### config.mk
export PLATFORM = sky130hd
export DESIGN_NAME = hbs_queue
export DESIGN_NICKNAME = d
export VERILOG_FILES = /design/src/rtl/hbs_pkg.sv /design/src/rtl/hbs_queue.sv
export SDC_FILE = /design/constraint.sdc
export NUM_CORES = 1
export LEC_CHECK = 0
export BUFFER_PORTS_ARGS = -buffer_cell sky130_fd_sc_hd__buf_2
export CAP_MARGIN = 20
export CELL_PAD_IN_SITES_DETAIL_PLACEMENT = 1
export CELL_PAD_IN_SITES_GLOBAL_PLACEMENT = 1
export CORE_ASPECT_RATIO = 2
export CORE_MARGIN = 1
export CORE_UTILIZATION = 37
export DETAILED_ROUTE_END_ITERATION = 7
export PLACE_DENSITY = 0.7
export SETUP_SLACK_MARGIN = 0.5
export SYNTH_ARGS = -nofsm -noshare
export SYNTH_HDL_FRONTEND = slang
export SYNTH_SLANG_ARGS = --single-unit
### constraint.sdc
create_clock -name clk_i -period 6.8 [get_ports clk_i]
set_input_delay 1.36 -clock clk_i [delete_from_list [all_inputs] [get_ports clk_i]]
set_output_delay 1.36 -clock clk_i [all_outputs]
set_load 0.01 [all_outputs]
### src/rtl/hbs_pkg.sv
// Shared types and constants for the 3x3 height map smoother.
// Used by every module of the block; depends on nothing else.
`default_nettype none

package hbs_pkg;

  // Field and register widths.
  localparam int SAMPLE_BITS   = 16;
  localparam int ROW_BITS      = 13;
  localparam int COL_BITS      = 11;
  localparam int CFG_DATA_BITS = 13;
  localparam int CFG_IDX_BITS  = 1;
  localparam int TOTAL_BITS    = ROW_BITS + COL_BITS;
  // The emitted count runs up to the largest map size.
  localparam int EMIT_BITS     = TOTAL_BITS;

  // Register limits and reset value.
  localparam int ROW_MAX    = 4096;
  localparam int MIN_SIZE   = 2;
  localparam int SIZE_RESET = 513;

  // Window and queue sizes.
  localparam int WIN_CELLS   = 9;
  localparam int QUEUE_DEPTH = 4;

  // Window sum width: nine samples need four more bits.
  localparam int SUM_BITS = SAMPLE_BITS + 4;

  // Reciprocals for the floor division, scaled by two to the RECIP_SHIFT.
  localparam int RECIP_SHIFT = 24;
  localparam int RECIP_BITS  = RECIP_SHIFT + 1;
  localparam logic [RECIP_BITS-1:0] RECIP_ONE   = RECIP_BITS'(2 ** RECIP_SHIFT);
  localparam logic [RECIP_BITS-1:0] RECIP_THIRD = RECIP_BITS'((2 ** RECIP_SHIFT + 2) / 3);
  localparam logic [RECIP_BITS-1:0] RECIP_NINTH = RECIP_BITS'((2 ** RECIP_SHIFT + 8) / 9);

  typedef enum logic {
    OP_SAMPLE = 1'b0,
    OP_FLUSH  = 1'b1
  } op_e;

  typedef enum logic [CFG_IDX_BITS-1:0] {
    REG_ROW_COUNT = 1'b0,
    REG_COL_COUNT = 1'b1
  } cfg_reg_e;

  typedef logic signed [SAMPLE_BITS-1:0] sample_t;
  typedef logic [WIN_CELLS-1:0][SAMPLE_BITS-1:0] window_t;

  // Which sides of the centre cell fall outside the raster.
  typedef struct packed {
    logic top;
    logic bottom;
    logic left;
    logic right;
  } border_t;

  // One emitting position, as passed from the front end to the back end.
  typedef struct packed {
    window_t cells;
    border_t border;
    logic    last;
  } job_t;

  typedef struct packed {
    op_e     op;
    sample_t height;
  } in_word_t;

  typedef struct packed {
    sample_t smoothed;
    logic    frame_last;
  } out_word_t;

endpackage

`default_nettype wire

### src/rtl/hbs_queue.sv
// Short queue of window jobs between the front and the back end.
// Depends on hbs_pkg.
`default_nettype none

module hbs_queue (
  input  wire            clk_i,
  input  wire            rst_ni,
  input  wire            push_i,
  input  hbs_pkg::job_t  job_i,
  input  wire            pop_i,
  output hbs_pkg::job_t  head_o,
  output logic           empty_o,
  output logic           afull_o
);

  localparam int DEPTH = hbs_pkg::QUEUE_DEPTH;
  localparam int PTRW  = $clog2(DEPTH);
  localparam int CNTW  = PTRW + 1;

  hbs_pkg::job_t   slots_q [DEPTH];
  logic [PTRW-1:0] wr_ptr_q, rd_ptr_q;
  logic [CNTW-1:0] count_q;

  // Pointers and fill level.
  always_ff @(posedge clk_i or negedge rst_ni) begin
    if (!rst_ni) begin
      wr_ptr_q <= '0;
      rd_ptr_q <= '0;
      count_q  <= '0;
    end else begin
      if (push_i) begin
        wr_ptr_q <= wr_ptr_q + PTRW'(1);
      end
      if (pop_i) begin
        rd_ptr_q <= rd_ptr_q + PTRW'(1);
      end
      if (push_i && !pop_i) begin
        count_q <= count_q + CNTW'(1);
      end else if (pop_i && !push_i) begin
        count_q <= count_q - CNTW'(1);
      end
    end
  end

  // Storage.
  always_ff @(posedge clk_i) begin
    if (push_i) begin
      slots_q[wr_ptr_q] <= job_i;
    end
  end

  assign head_o  = slots_q[rd_ptr_q];
  assign empty_o = count_q == '0;
  // One place is kept for the job still in the front end's stage one.
  assign afull_o = count_q >= CNTW'(DEPTH - 1);

  a_no_overflow: assert property (@(posedge clk_i) disable iff (!rst_ni)
    push_i |-> (count_q < CNTW'(DEPTH)))
    else $error("job queue overflow");

  a_no_underflow: assert property (@(posedge clk_i) disable iff (!rst_ni)
    pop_i |-> (count_q != '0))
    else $error("job queue underflow");

endmodule

`default_nettype wire

==> run summary <==
The most instantiated flip-flop cell in the synthesis netlist is edfxtp_1. TritonCTS built the clock tree. The count of buffers from port buffering is 303. STA classifies the critical path startpoint as a flip-flop. The final worst clock skew is 0.0128 ns. No sink is reached through more buffers than the 3 on the longest clock path. The endpoint arrival time on the critical path is 2.64 ns. The flip-flop and latch count after synthesis is 603.

The path depth of the worst reg2reg path is 4. The synthesized net count came out at 972. The transition time of the tightest slew-check pin came out at 1.02 ns. The run finished with clean final reports. The signal on the critical path passes through buf_4 -> mux4_2 -> buf_2.

The total iterations of the first detailed-routing run came out at 4. For the worst setup path, the data required time is 5.44 ns. The core region is 58200 µm². The post-DP HPWL came out at 26.8 mm.

For this design, the CTS-stage hold fixing added 0 buffers. The share of the synthesized area in the top cell type came out at 81.8%. Setup violations remaining at the end of the flow were counted as 0. The hold path startpoint is count_q[2]. At the later pin of the worst-skew pair, clock insertion delay measures 0.57 ns. The layout net count came out at 1303. The chip height is 346 µm.

The post-route DRC violation count came out at 0. CTS placed an instance of clkbuf_16 at the clock tree root. The total power after layout came out at 11100 µW.

Counting buffers and inverters, the worst setup path is 3 cells deep. The number of setup buffers added after CTS is 0. The via count of the first global-routing pass came out at 10700.

The startpoint of the worst-slack reg-to-reg timing path is wr_ptr_q[0]. The largest delay contributor family on the critical path is buffers and inverters. The remaining global-route overflow came out at 0. The critical path contains buffers and inverters numbering 2 combined. The achievable frequency is 250 MHz. The TritonCTS sink count came out at 603. The worst setup path is of the flip-flop to output pin kind. The CTS H-tree depth is 2. For this run, asynchronously set or reset flops after synthesis account for 1.16%. The total track usage is 14.9%.

Summed over all instances, the cell type with the most area after synthesis is edfxtp_1. The final layout contains routed wiring with a total length of 44.4 mm. After the first detailed-routing iteration, the DRC count stood at 624. The routed layout has 9578 vias.

The average wire per standard cell is 22.8 µm. The fraction of layout cells with a size suffix above 1 came out at 46.1%. The kind of path behind the tightest hold check is flip-flop to flip-flop. In this run the power density over the cells is 428 nW/µm². The gate count of the mapped netlist came out at 813.

The congestion estimate from routability-driven global placement came to 0.689. The average footprint of a synthesized cell came out at 26.9 µm². The full die area came out at 60200 µm².

The normalized max-slew margin is 31.7%. The worst supply voltage drop on vdd is 0.405 mV. The first global-routing pass estimated 66.6 mm of wire. The most critical setup path has its startpoint at rd_ptr_q[1]. The max-slew violation count came out at 0. The max-cap violation count came out at 0. The number of CTS-inserted buffers came out at 51.

In this design, the stage delay of the slowest critical-path cell is 0.69 ns. The leakage dissipation is 0.00868 µW. The count of cells along the worst hold path came out at 1. The final setup TNS is 0 ns. The portion of the clock cycle consumed by the worst path in the final layout is 58.9%. The number of different library cells in the post-synthesis netlist is 18. Entering global routing, the biggest net connects 150 pins. Setup repair after global routing left no endpoint under its margin. Summing the sequential cell areas from Yosys gives 82.6% of the chip area. The starting density of the core is 37.6%. The I/O pin count came out at 304. Once layout is done, the placed cells without fillers occupy 25900 µm².

The clock-pin slew on the worst setup and hold paths came out at 0.06 ns. The number of rows in the core area is 125. The final-report hold violation count came to 0. The number of enable flip-flop cells after synthesis is 596. The die width came out at 174 µm. In the post-synthesis netlist, the cell with the most instances is edfxtp_1. The mapped netlist covers 21900 µm². The remaining number of nets flagged by the antenna check after routing came out at 0. The post-placement cell area came out at 24300 µm². The synthesis-to-layout area growth is 18.4%. The number of antenna violations at the first check in global routing is 10.

The post-cts sizing count came out at 0. The smallest clock period supported by the final layout is computed as 4.00 ns. The warning count from the yosys run came out at 0. In the synthesized netlist, the cells that appear most often are edfxtp_1 (596), mux4_2 (149), buf_2 (17).

Sorting the synthesized cells by area gives the leading types as edfxtp_1 (82%), mux4_2 (15%), dfrtp_1 (0.80%). Of all nets on the critical path, the largest fanout is 53. The worst setup path is captured at an output pin. The detailed-route vias per instance came out at 4.92.

The cell type of the slowest stage on the worst timing path is buf_4.
## flip-flops by register name, indices dropped and copies added, names as in the netlist
name / count
wr_ptr_q: 2
rd_ptr_q: 2
count_q: 3
slots_q: 596
## power breakdown
group          internal (µW)  switching, µW
Combinational           1420           1780
Clock                   1570           1250
Sequential              4870            191
## metal layers
| layer | GRT usage (%) | up-vias | wire, µm |
|---|---|---|---|
| li1 | - | 4184 | - |
| met1 | 16.3 | 5036 | 16000 |
| met2 | 27.7 | 286 | 24900 |
| met3 | 2.75 | 70 | 2140 |
| met4 | 6.23 | 2 | 1350 |
| met5 | 0 | - | 10 |
## layout make-up
type                       instances  area (µm²)
multi-input combinational        172        3570
fill                            5462       32300
timing repair buffer             312        1670
clock buffer                      58        1300
clock inverter                    32         295
sequential                       603       18100
inverter                           4        15.0
tap                              762         953
antenna                            5        12.5
## cell families after synthesis
family                   after synthesis  synth area share, %
adder cells (fa/ha/maj)                6                0.378
flip-flops                           603                 82.6
buffers and inverters                 38                 1.13
XOR/XNOR                               6                0.240
multiplexers                         150                 15.4
AO/OA/AOI/OAI                          2               0.0572
AND/OR/NAND/NOR                        8                0.189
## path summary, 6_finish.rpt
path	end	slack, ns
worst max-delay path	head_o[114]	2.80
worst min-delay path	count_q[2]	0.51
worst max register to register	slots_q[2][76]	4.62
worst min register to register	count_q[2]	0.51
max in group asynchronous	rd_ptr_q[1]	5.97
min in group asynchronous	wr_ptr_q[0]	0.63
## through the flow
step                util [%]  std cells  hold slack, ns  worst slack (ns)
CTS                     44.5       1943           0.507              2.72
finish                  44.5       1948           0.510              2.80
floorplan                  -        813           0.466              1.51
global route            44.5       1948           0.532              2.66
global placement        41.7       1853           0.482              3.37
detailed placement      41.7       1853           0.492              3.36
## cells in the final DEF (no fill, tap or decap), types with 5 or more instances in the layout
cell,instances
buf_2,303
diode_2,5
clkbuf_16,51
dfrtp_1,5
buf_12,7
clkinv_1,7
clkinv_2,14
clkbuf_1,7
bufinv_16,5
edfxtp_1,596
mux4_2,149
ha_1,5
No activity file was read; power rests on OpenSTA's default activity.
