$ cat src/rtl/hbs_pkg.sv
// Shared types and constants for the 3x3 height map smoother.
// Used by every module of the block; depends on nothing else.
`default_nettype none

package hbs_pkg;

  // Field and register widths.
  localparam int SAMPLE_BITS   = 16;
  localparam int ROW_BITS      = 13;
  localparam int COL_BITS      = 11;
  localparam int CFG_DATA_BITS = 13;
  localparam int CFG_IDX_BITS  = 1;
  localparam int TOTAL_BITS    = ROW_BITS + COL_BITS;
  // The emitted count runs up to the largest map size.
  localparam int EMIT_BITS     = TOTAL_BITS;

  // Register limits and reset value.
  localparam int ROW_MAX    = 4096;
  localparam int MIN_SIZE   = 2;
  localparam int SIZE_RESET = 513;

  // Window and queue sizes.
  localparam int WIN_CELLS   = 9;
  localparam int QUEUE_DEPTH = 4;

  // Window sum width: nine samples need four more bits.
  localparam int SUM_BITS = SAMPLE_BITS + 4;

  // Reciprocals for the floor division, scaled by two to the RECIP_SHIFT.
  localparam int RECIP_SHIFT = 24;
  localparam int RECIP_BITS  = RECIP_SHIFT + 1;
  localparam logic [RECIP_BITS-1:0] RECIP_ONE   = RECIP_BITS'(2 ** RECIP_SHIFT);
  localparam logic [RECIP_BITS-1:0] RECIP_THIRD = RECIP_BITS'((2 ** RECIP_SHIFT + 2) / 3);
  localparam logic [RECIP_BITS-1:0] RECIP_NINTH = RECIP_BITS'((2 ** RECIP_SHIFT + 8) / 9);

  typedef enum logic {
    OP_SAMPLE = 1'b0,
    OP_FLUSH  = 1'b1
  } op_e;

  typedef enum logic [CFG_IDX_BITS-1:0] {
    REG_ROW_COUNT = 1'b0,
    REG_COL_COUNT = 1'b1
  } cfg_reg_e;

  typedef logic signed [SAMPLE_BITS-1:0] sample_t;
  typedef logic [WIN_CELLS-1:0][SAMPLE_BITS-1:0] window_t;

  // Which sides of the centre cell fall outside the raster.
  typedef struct packed {
    logic top;
    logic bottom;
    logic left;
    logic right;
  } border_t;

  // One emitting position, as passed from the front end to the back end.
  typedef struct packed {
    window_t cells;
    border_t border;
    logic    last;
  } job_t;

  typedef struct packed {
    op_e     op;
    sample_t height;
  } in_word_t;

  typedef struct packed {
    sample_t smoothed;
    logic    frame_last;
  } out_word_t;

endpackage

`default_nettype wire

$ cat src/rtl/hbs_back.sv
// Back end of the smoother: sums the cells inside the raster, divides by the
// cell count with a reciprocal multiply and holds the result word. Uses hbs_pkg.
`default_nettype none

module hbs_back (
  input  wire                 clk_i,
  input  wire                 rst_ni,
  input  wire                 q_empty_i,
  input  hbs_pkg::job_t       q_job_i,
  output logic                q_pop_o,
  input  wire                 pop_i,
  output logic                empty_o,
  output hbs_pkg::out_word_t  out_o
);

  localparam int SB    = hbs_pkg::SAMPLE_BITS;
  localparam int SUMW  = hbs_pkg::SUM_BITS;
  localparam int MW    = hbs_pkg::RECIP_BITS;
  localparam int PRODW = SUMW + MW;
  localparam logic signed [SUMW-1:0] OFF_ONE   = SUMW'(2 ** (SB - 1));
  localparam logic signed [SUMW-1:0] OFF_THREE = SUMW'(3 * 2 ** (SB - 1));
  localparam logic signed [SUMW-1:0] OFF_NINE  = SUMW'(9 * 2 ** (SB - 1));
  localparam logic [SB-1:0]          HALF      = SB'(2 ** (SB - 1));

  typedef enum logic [1:0] {
    DIV_FOUR,
    DIV_SIX,
    DIV_NINE
  } div_e;

  logic en;

  // Stage one: masked sum and divisor class.
  logic                   s1_valid_q;
  logic signed [SUMW-1:0] s1_sum_q, sum;
  div_e                   s1_div_q, div;
  logic                   s1_last_q;
  logic [2:0]             row_ok, col_ok;

  // Stage two: reciprocal product.
  logic                   s2_valid_q;
  logic [PRODW-1:0]       s2_prod_q, prod;
  logic                   s2_last_q;
  logic signed [SUMW-1:0] scaled, offset;
  logic [SUMW-1:0]        biased;
  logic [MW-1:0]          recip;

  // Output word.
  logic                   out_valid_q;
  hbs_pkg::out_word_t     out_q;
  logic [SB-1:0]          quot;

  // The whole pipe moves unless a finished word is waiting to be taken.
  assign en      = !out_valid_q || pop_i;
  assign q_pop_o = en && !q_empty_i;

  // Sum the cells that lie inside the raster.
  always_comb begin
    row_ok = {!q_job_i.border.bottom, 1'b1, !q_job_i.border.top};
    col_ok = {!q_job_i.border.right, 1'b1, !q_job_i.border.left};
    sum    = '0;
    for (int r = 0; r < 3; r++) begin
      for (int c = 0; c < 3; c++) begin
        if (row_ok[r] && col_ok[c]) begin
          sum = sum + SUMW'($signed(q_job_i.cells[3 * r + c]));
        end
      end
    end
    if (row_ok[0] && row_ok[2] && col_ok[0] && col_ok[2]) begin
      div = DIV_NINE;
    end else if ((!row_ok[0] || !row_ok[2]) && (!col_ok[0] || !col_ok[2])) begin
      div = DIV_FOUR;
    end else begin
      div = DIV_SIX;
    end
  end

  // Floor division: pre-shift for the powers of two, bias to non-negative,
  // then multiply by the rounded-up reciprocal of three or nine.
  always_comb begin
    unique case (s1_div_q)
      DIV_FOUR: begin
        scaled = s1_sum_q >>> 2;
        offset = OFF_ONE;
        recip  = hbs_pkg::RECIP_ONE;
      end
      DIV_SIX: begin
        scaled = s1_sum_q >>> 1;
        offset = OFF_THREE;
        recip  = hbs_pkg::RECIP_THIRD;
      end
      DIV_NINE: begin
        scaled = s1_sum_q;
        offset = OFF_NINE;
        recip  = hbs_pkg::RECIP_NINTH;
      end
      default: begin
        scaled = s1_sum_q;
        offset = OFF_NINE;
        recip  = hbs_pkg::RECIP_NINTH;
      end
    endcase
    biased = unsigned'(scaled + offset);
    prod   = PRODW'(biased) * PRODW'(recip);
  end

  // Take the biased quotient from the product; the bias is removed in the output word.
  assign quot = s2_prod_q[hbs_pkg::RECIP_SHIFT +: SB];

  always_ff @(posedge clk_i or negedge rst_ni) begin
    if (!rst_ni) begin
      s1_valid_q  <= 1'b0;
      s2_valid_q  <= 1'b0;
      out_valid_q <= 1'b0;
    end else if (en) begin
      s1_valid_q  <= q_pop_o;
      s2_valid_q  <= s1_valid_q;
      out_valid_q <= s2_valid_q;
    end
  end

  always_ff @(posedge clk_i) begin
    if (en) begin
      s1_sum_q             <= sum;
      s1_div_q             <= div;
      s1_last_q            <= q_job_i.last;
      s2_prod_q            <= prod;
      s2_last_q            <= s1_last_q;
      out_q.smoothed       <= hbs_pkg::sample_t'(quot - HALF);
      out_q.frame_last     <= s2_last_q;
    end
  end

  assign empty_o = !out_valid_q;
  assign out_o   = out_q;

  // A product in the last stage reaches the output word when the pipe moves.
  a_pipe_moves: assert property (@(posedge clk_i) disable iff (!rst_ni)
    (en && s2_valid_q) |=> out_valid_q)
    else $error("result word lost between product and output");

endmodule

`default_nettype wire

$ cat config.mk
export PLATFORM = sky130hd
export DESIGN_NAME = hbs_back
export DESIGN_NICKNAME = d
export VERILOG_FILES = /design/src/rtl/hbs_pkg.sv /design/src/rtl/hbs_back.sv
export SDC_FILE = /design/constraint.sdc
export NUM_CORES = 1
export LEC_CHECK = 0
export ABC_CLOCK_PERIOD_IN_PS = 21400
export BUFFER_PORTS_ARGS = -buffer_cell sky130_fd_sc_hd__buf_4
export CAP_MARGIN = 20
export CELL_PAD_IN_SITES_DETAIL_PLACEMENT = 0
export CELL_PAD_IN_SITES_GLOBAL_PLACEMENT = 2
export CORE_ASPECT_RATIO = 1.4
export CORE_UTILIZATION = 40
export CTS_CLUSTER_SIZE = 24
export DETAILED_ROUTE_END_ITERATION = 16
export PLACE_DENSITY = 0.95
export SETUP_SLACK_MARGIN = 0.1
export SLEW_MARGIN = 10
export SYNTH_ARGS = -nofsm -noshare
export SYNTH_HDL_FRONTEND = slang
export SYNTH_SLANG_ARGS = --single-unit
$ cat constraint.sdc
create_clock -name clk_i -period 21.4 [get_ports clk_i]
set_input_delay 2.14 -clock clk_i [delete_from_list [all_inputs] [get_ports clk_i]]
set_output_delay 2.14 -clock clk_i [all_outputs]
set_load 0.02 [all_outputs]
==> impl_metrics.tcl, run 1 <==
set metrics [dict create \
    cts_resized 0 \
    post_cts_buffers 0 \
    crit_path_frequent_cell "ha_1" \
    route.vias.total 15200 \
    slew_headroom_pct 46.4 \
    totalWireLength_um 52500 \
    grt_pass1_vias 16700 \
    required_ns 21.52 \
    die-area_um2 47800 \
    rsz0062_at_grt "no" \
    drt_first_iter_violations 493 \
    clock-sinks 60 \
    synth_top_family_by_area "adder cells" \
    cp_slowest_stage_delay_ns 0.63 \
    hold_viol_final 0 \
    finalSetupTns_ns 0 \
    drcViolationCount 0 \
    nFillCells 4654 \
    grt_max_degree 58 \
    synthCells 2139 \
    cp_max_fo 38 \
    synthSimpleGateAreaFrac_pct 12.2 \
    syn_avg_cell_area_um2 8.77 \
    syn_area_um2 18800 \
    yosysTopAreaCell "fa_1" \
    overflow 0 \
    vias_per_cell 5.21 \
    ys_async_sr_fraction_pct 5.00 \
    root_buffer "clkbuf_16" \
    skew_ns 0.0175 \
    period_share_pct 70.1 \
    grt_antenna_before_repair 0 \
    synth_xor_area_share_pct 6.85 \
    synth-seq-cells 60 \
    synth.top_cells.by_count "411 x inv_1, 328 x ha_1, 211 x fa_1" \
    pin_count 172 \
    gp_congestion 0.960 \
    cts_buffers 9 \
    ant_nets 0 \
    synth.area.top_cells "fa_1 23%, ha_1 22%, edfxtp_1 9.1%" \
    rows 93 \
    cts_tree "done" \
    clkLatencyLatePin_ns 0.38 \
    syn-num-nets 2831 \
    dp.final_hpwl_um 47100 \
    synthDominantCellAreaShare_pct 22.5 \
    routedWlPerCell_um 18.0 \
    synth_edf_count 57 \
    yosysMostFrequentCell "inv_1" \
    critical_path_class "in -> reg" \
    grtUsageTotal_pct 22.9 \
    cts.clk_slew.worst_paths_ns 0.06 \
    cts_hold_buf 0 \
    status "finished clean" \
    initial_core_util_pct 40.7 \
    synth_compound_area_share_pct 15.3 \
    slowest_stage "nor2_1" \
    synth_flop_cell "edfxtp_1" \
    diodes 0 \
    synthAdderAreaFrac_pct 44.6 \
    tightest_slew_ns 0.804 \
    seq_area_frac_synth_pct 9.53 \
    drv_slew 0 \
    die_h_um 258 \
    io_buffer_count 171 \
    drive_gt1_share_pct 11.2 \
    hold_class "reg -> reg" \
    muxShareOfSynthArea_pct 2.48 \
    fin_crit_ns 15.01 \
    worstPathArrival_ns 15.12 \
    crit_path_start_kind "input pin" \
    grt_pass1_wl_um 84000 \
    syn2layout_area_growth_pct 12.3 \
    cap_violations 0 \
    setup_viol 0 \
    clk_path_buf_depth 2 \
    coreArea_um2 46100 \
    fmax_ghz 0.0666 \
    first_pass_iters 8 \
    layout.nets 2991 \
    end_kind "flop" \
    die_x_um 185 \
    ys_types 82 \
    htree_num_levels 3 \
    ys_warn_count 0 \
]
==> routing by layer <==
layer	part of all wire [%]	global-route usage (%)	up-vias
li1	-	-	7506
met1	35	21.7	7336
met2	57	47.5	278
met3	2.8	2.34	93
met4	4.4	10.6	0
met5	0	0	-
==> sequential cells by signal, indices dropped and copies added (netlist names) <==
register and count:
s1_last_q 1, s1_valid_q 1, s1_sum_q 20, out_valid_q 1, s1_div_q 2, out_o 17
s2_last_q 1, s2_valid_q 1, s2_prod_q 16
==> worst paths after layout <==
kind                                     from             to  slack (ns)  depth (start not counted)
worst min register to register  s2_prod_q[29]       out_o[6]        0.42                          0
worst max register to register    s1_div_q[0]  s2_prod_q[39]       12.03                         31
worst max-delay path               q_job_i[4]   s1_sum_q[19]        6.39                         60
max in group asynchronous              rst_ni    out_valid_q       19.76                          1
worst min-delay path            s2_prod_q[29]       out_o[6]        0.42                          0
min in group asynchronous              rst_ni     s1_valid_q        1.55                          1
==> cells by family (layout without fill, tap and decap cells) <==
group,after synthesis,after routing
buffers and inverters,445,610
XOR/XNOR,141,141
multiplexers,43,43
flip-flops,60,60
adder cells (fa/ha/maj),542,542
AND/OR/NAND/NOR,464,464
AO/OA/AOI/OAI,444,444
==> worst max-delay path: cells and delay by family <==
| family | cells | cell delay (ns) |
|---|---|---|
| mux | 2 | 0.50 |
| buf+inv | 5 | 0.59 |
| compound gates | 20 | 4.77 |
| simple gates | 15 | 2.55 |
| fa+ha+maj | 9 | 2.90 |
| xor+xnor | 9 | 1.70 |
==> per-stage QoR <==
step / worst slack, ns / hold slack (ns) / util (%) / cells / instance area [µm²]
2_1_floorplan: 7.98 / 0.400 / - / 2139 / 18800
3_3_place_gp: 6.42 / 0.401 / 45.0 / 2905 / 20800
3_5_place_dp: 5.94 / 0.405 / 45.0 / 2905 / 20800
4_1_cts: 6.33 / 0.418 / 45.7 / 2921 / 21100
5_1_grt: 5.27 / 0.426 / 45.7 / 2921 / 21100
6_report: 6.39 / 0.418 / 45.7 / 2921 / 21100
==> cell usage in the layout (no fill, tap or decap), types with 14 or more instances in the layout <==
master,synthesis,routed
inv_1,411,410
ha_1,328,328
fa_1,211,211
buf_4,1,182
a21oi_1,132,132
nor2_1,131,131
nand2_1,108,108
o21ai_0,98,98
xnor2_1,87,87
edfxtp_1,57,57
xor2_1,50,50
and2_1,47,47
a21o_1,43,43
nor3_1,29,29
nor2b_1,29,28
mux2_2,28,28
nand2b_1,24,24
nand3_1,21,21
and3_1,20,20
o21a_1,18,18
o21bai_1,16,16
a211oi_1,16,16
mux2i_1,15,15
a31oi_1,14,14
==> final cells by class <==
| cell class | instances | area [µm²] | area share [%] |
|---|---|---|---|
| Clock buffer | 9 | 225 | 1.07 |
| Clock inverter | 7 | 75.1 | 0.357 |
| Inverter | 412 | 1550 | 7.34 |
| Multi-Input combinational cell | 1634 | 15300 | 72.6 |
| Sequential cell | 60 | 1790 | 8.49 |
| Tap cell | 617 | 772 | 3.67 |
| Timing Repair Buffer | 182 | 1370 | 6.49 |
Power of run 1 is left out: the tool's default activity adds up to more than one toggle a clock period on the data nets, which glitch-free logic cannot reach.
==> run 2: changes to the inputs <==
--- a/config.mk
+++ b/config.mk
@@ -5,16 +5,16 @@
 export SDC_FILE = /design/constraint.sdc
 export NUM_CORES = 1
 export LEC_CHECK = 0
-export ABC_CLOCK_PERIOD_IN_PS = 21400
+export ABC_CLOCK_PERIOD_IN_PS = 13800
 export BUFFER_PORTS_ARGS = -buffer_cell sky130_fd_sc_hd__buf_4
 export CAP_MARGIN = 20
 export CELL_PAD_IN_SITES_DETAIL_PLACEMENT = 0
 export CELL_PAD_IN_SITES_GLOBAL_PLACEMENT = 2
 export CORE_ASPECT_RATIO = 1.4
-export CORE_UTILIZATION = 40
+export CORE_UTILIZATION = 35
 export CTS_CLUSTER_SIZE = 24
 export DETAILED_ROUTE_END_ITERATION = 16
-export PLACE_DENSITY = 0.95
+export PLACE_DENSITY = 0.91
 export SETUP_SLACK_MARGIN = 0.1
 export SLEW_MARGIN = 10
 export SYNTH_ARGS = -nofsm -noshare
==> constraint.sdc (replaced) <==
create_clock -name clk_i -period 13.8 [get_ports clk_i]
set_input_delay 1.38 -clock clk_i [delete_from_list [all_inputs] [get_ports clk_i]]
set_output_delay 1.38 -clock clk_i [all_outputs]
set_load 0.02 [all_outputs]
==> run 2 against run 1 <==
Cell count grew 3.5%. Worst setup slack worse by 5.4 ns. Critical path depth down 2. Cell area grew 1.1%. Via count decreased by 0.66%. Die area rose by 14%. Clock-buffer cell count stayed put. Register-to-register slack worse by 7.9 ns. First-iteration DRC count down 28%. Routed wire length is 0.89% higher. Core utilization shrank 5.6 points. Clock skew shrank 0.0059 ns. Critical path type unchanged. Critical endpoint unchanged. Highest routed layer is now met5.
==> impl_metrics.tcl, run 2 (same netlist as run 1, synthesis figures left out) <==
set metrics [dict create \
    status "finished clean" \
    clk_path_buf_depth 2 \
    largest_register "s1_sum_q" \
    grt_pass1_wl_um 82500 \
    grt_util_met1_pct 18.0 \
    layout.nets 2995 \
    setup_viol 0 \
    gp_congestion 0.933 \
    tightest_slew_ns 0.985 \
    crit_path_frequent_cell "ha_1" \
    clock-sinks 60 \
    io_buffer_count 171 \
    skew_ns 0.0116 \
    fmax_ghz 0.0784 \
    routedWlPerCell_um 17.5 \
    clkLatencyLatePin_ns 0.37 \
    required_ns 13.92 \
    cts_tree "done" \
    end_kind "flop" \
    route.vias.total 15100 \
    die_x_um 198 \
    worstPathArrival_ns 12.88 \
    finalSetupTns_ns 0 \
    die-area_um2 54500 \
    hold_viol_final 0 \
    first_pass_iters 6 \
    cap_violations 0 \
    nFillCells 5425 \
    gr-usage-met2_pct 41.6 \
    root_buffer "clkbuf_16" \
    drcViolationCount 0 \
    period_share_pct 92.4 \
    grt_antenna_before_repair 7 \
    cp_max_fo 7 \
    cts.clk_slew.worst_paths_ns 0.06 \
    critical_path_class "in -> reg" \
    mostFrequentLayoutCells "410 x inv_1, 328 x ha_1, 211 x fa_1, 186 x buf_4, 131 x nor2_1" \
    syn2layout_area_growth_pct 13.5 \
    dp.final_hpwl_um 47900 \
    cp_slowest_stage_delay_ns 0.52 \
    grtUsageMet3_pct 4.33 \
    initial_core_util_pct 35.3 \
    grtUsageTotal_pct 19.9 \
    rsz0062_at_grt "no" \
    cts_buffers 9 \
    drv_slew 0 \
    slew_headroom_pct 34.4 \
    ant_nets 0 \
    dp_slack_ns 0.116 \
    overflow 0 \
    grt_max_degree 44 \
    totalWireLength_um 53000 \
    slowest_stage "or4_1" \
    fin_hold_ws_ns 0.417 \
    grt-busiest-layer "met2" \
    grt_pass1_vias 16300 \
    rows 100 \
    final_common_cell "inv_1" \
    drive_gt1_share_pct 11.9 \
    drt_first_iter_violations 353 \
    htree_num_levels 3 \
    hold_class "reg -> reg" \
    coreArea_um2 53100 \
    pin_count 172 \
    fin_crit_ns 12.76 \
    die_h_um 276 \
    setup_ws_ns 1.04 \
    cts_hold_buf 0 \
    vias_per_cell 5.00 \
    largest_reg_flops 20 \
    crit_path_start_kind "input pin" \
]
[run 2: cell count changes in the layout (fill, tap and decap cells not counted), moves of 3 or more]
cell,before,now
a21oi_2,0,5
buf_4,182,186
a21oi_1,132,127
a311oi_1,6,3
[run 2: cell type report]
type	instances	area [µm²]	area share, %
Multi-Input combinational cell	1634	15400	72.2
Sequential cell	60	1790	8.39
Inverter	412	1550	7.27
Timing Repair Buffer	186	1400	6.56
Tap cell	714	893	4.20
Clock buffer	9	225	1.06
Clock inverter	7	76.3	0.359
Antenna cell	1	2.50	0.0118
[run 2: repair_timing]
item                                    4_1_cts  5_1_grt
gates resized for setup                       0       16
buffers inserted                              0        2
endpoints found under the setup margin        0        4
[run 2: layer usage]
| metal | up-vias | share of wire [%] |
|---|---|---|
| li1 | 7514 | - |
| met1 | 7244 | 34 |
| met2 | 262 | 57 |
| met3 | 81 | 4.7 |
| met4 | 12 | 3.5 |
| met5 | - | 0.20 |
[run 2: stage by stage]
stage / utilization [%] / cells / area (µm²)
after CTS: 40.0 / 3020 / 21200
after detailed placement: 39.4 / 3004 / 20900
after global placement: 39.4 / 3004 / 20900
after floorplan: - / 2139 / 18800
after global routing: 40.1 / 3022 / 21300
final: 40.1 / 3023 / 21300
[run 2: critical path: cells and delay by family]
family | cells | cell delay [ns]
xor gates and xnor gates | 7 | 1.19
adders and majority gates | 11 | 3.16
AOI/OAI and AO/OA | 21 | 4.36
buffers and inverters | 5 | 0.40
and+or+nand+nor | 12 | 1.85
muxes | 2 | 0.51
[run 2: final timing paths]
check | start | endpoint | slack, ns | cells past startpoint
max | q_job_i[4] | s1_sum_q[19] | 1.04 | 58
min in group asynchronous | rst_ni | out_valid_q | 0.78 | 1
min reg2reg | s2_prod_q[28] | out_o[5] | 0.42 | 0
max reg2reg | s1_div_q[1] | s2_prod_q[39] | 4.18 | 31
min | s2_prod_q[28] | out_o[5] | 0.42 | 0
max in group asynchronous | rst_ni | s2_valid_q | 12.92 | 1
Power of run 2 is left out for the same reason.
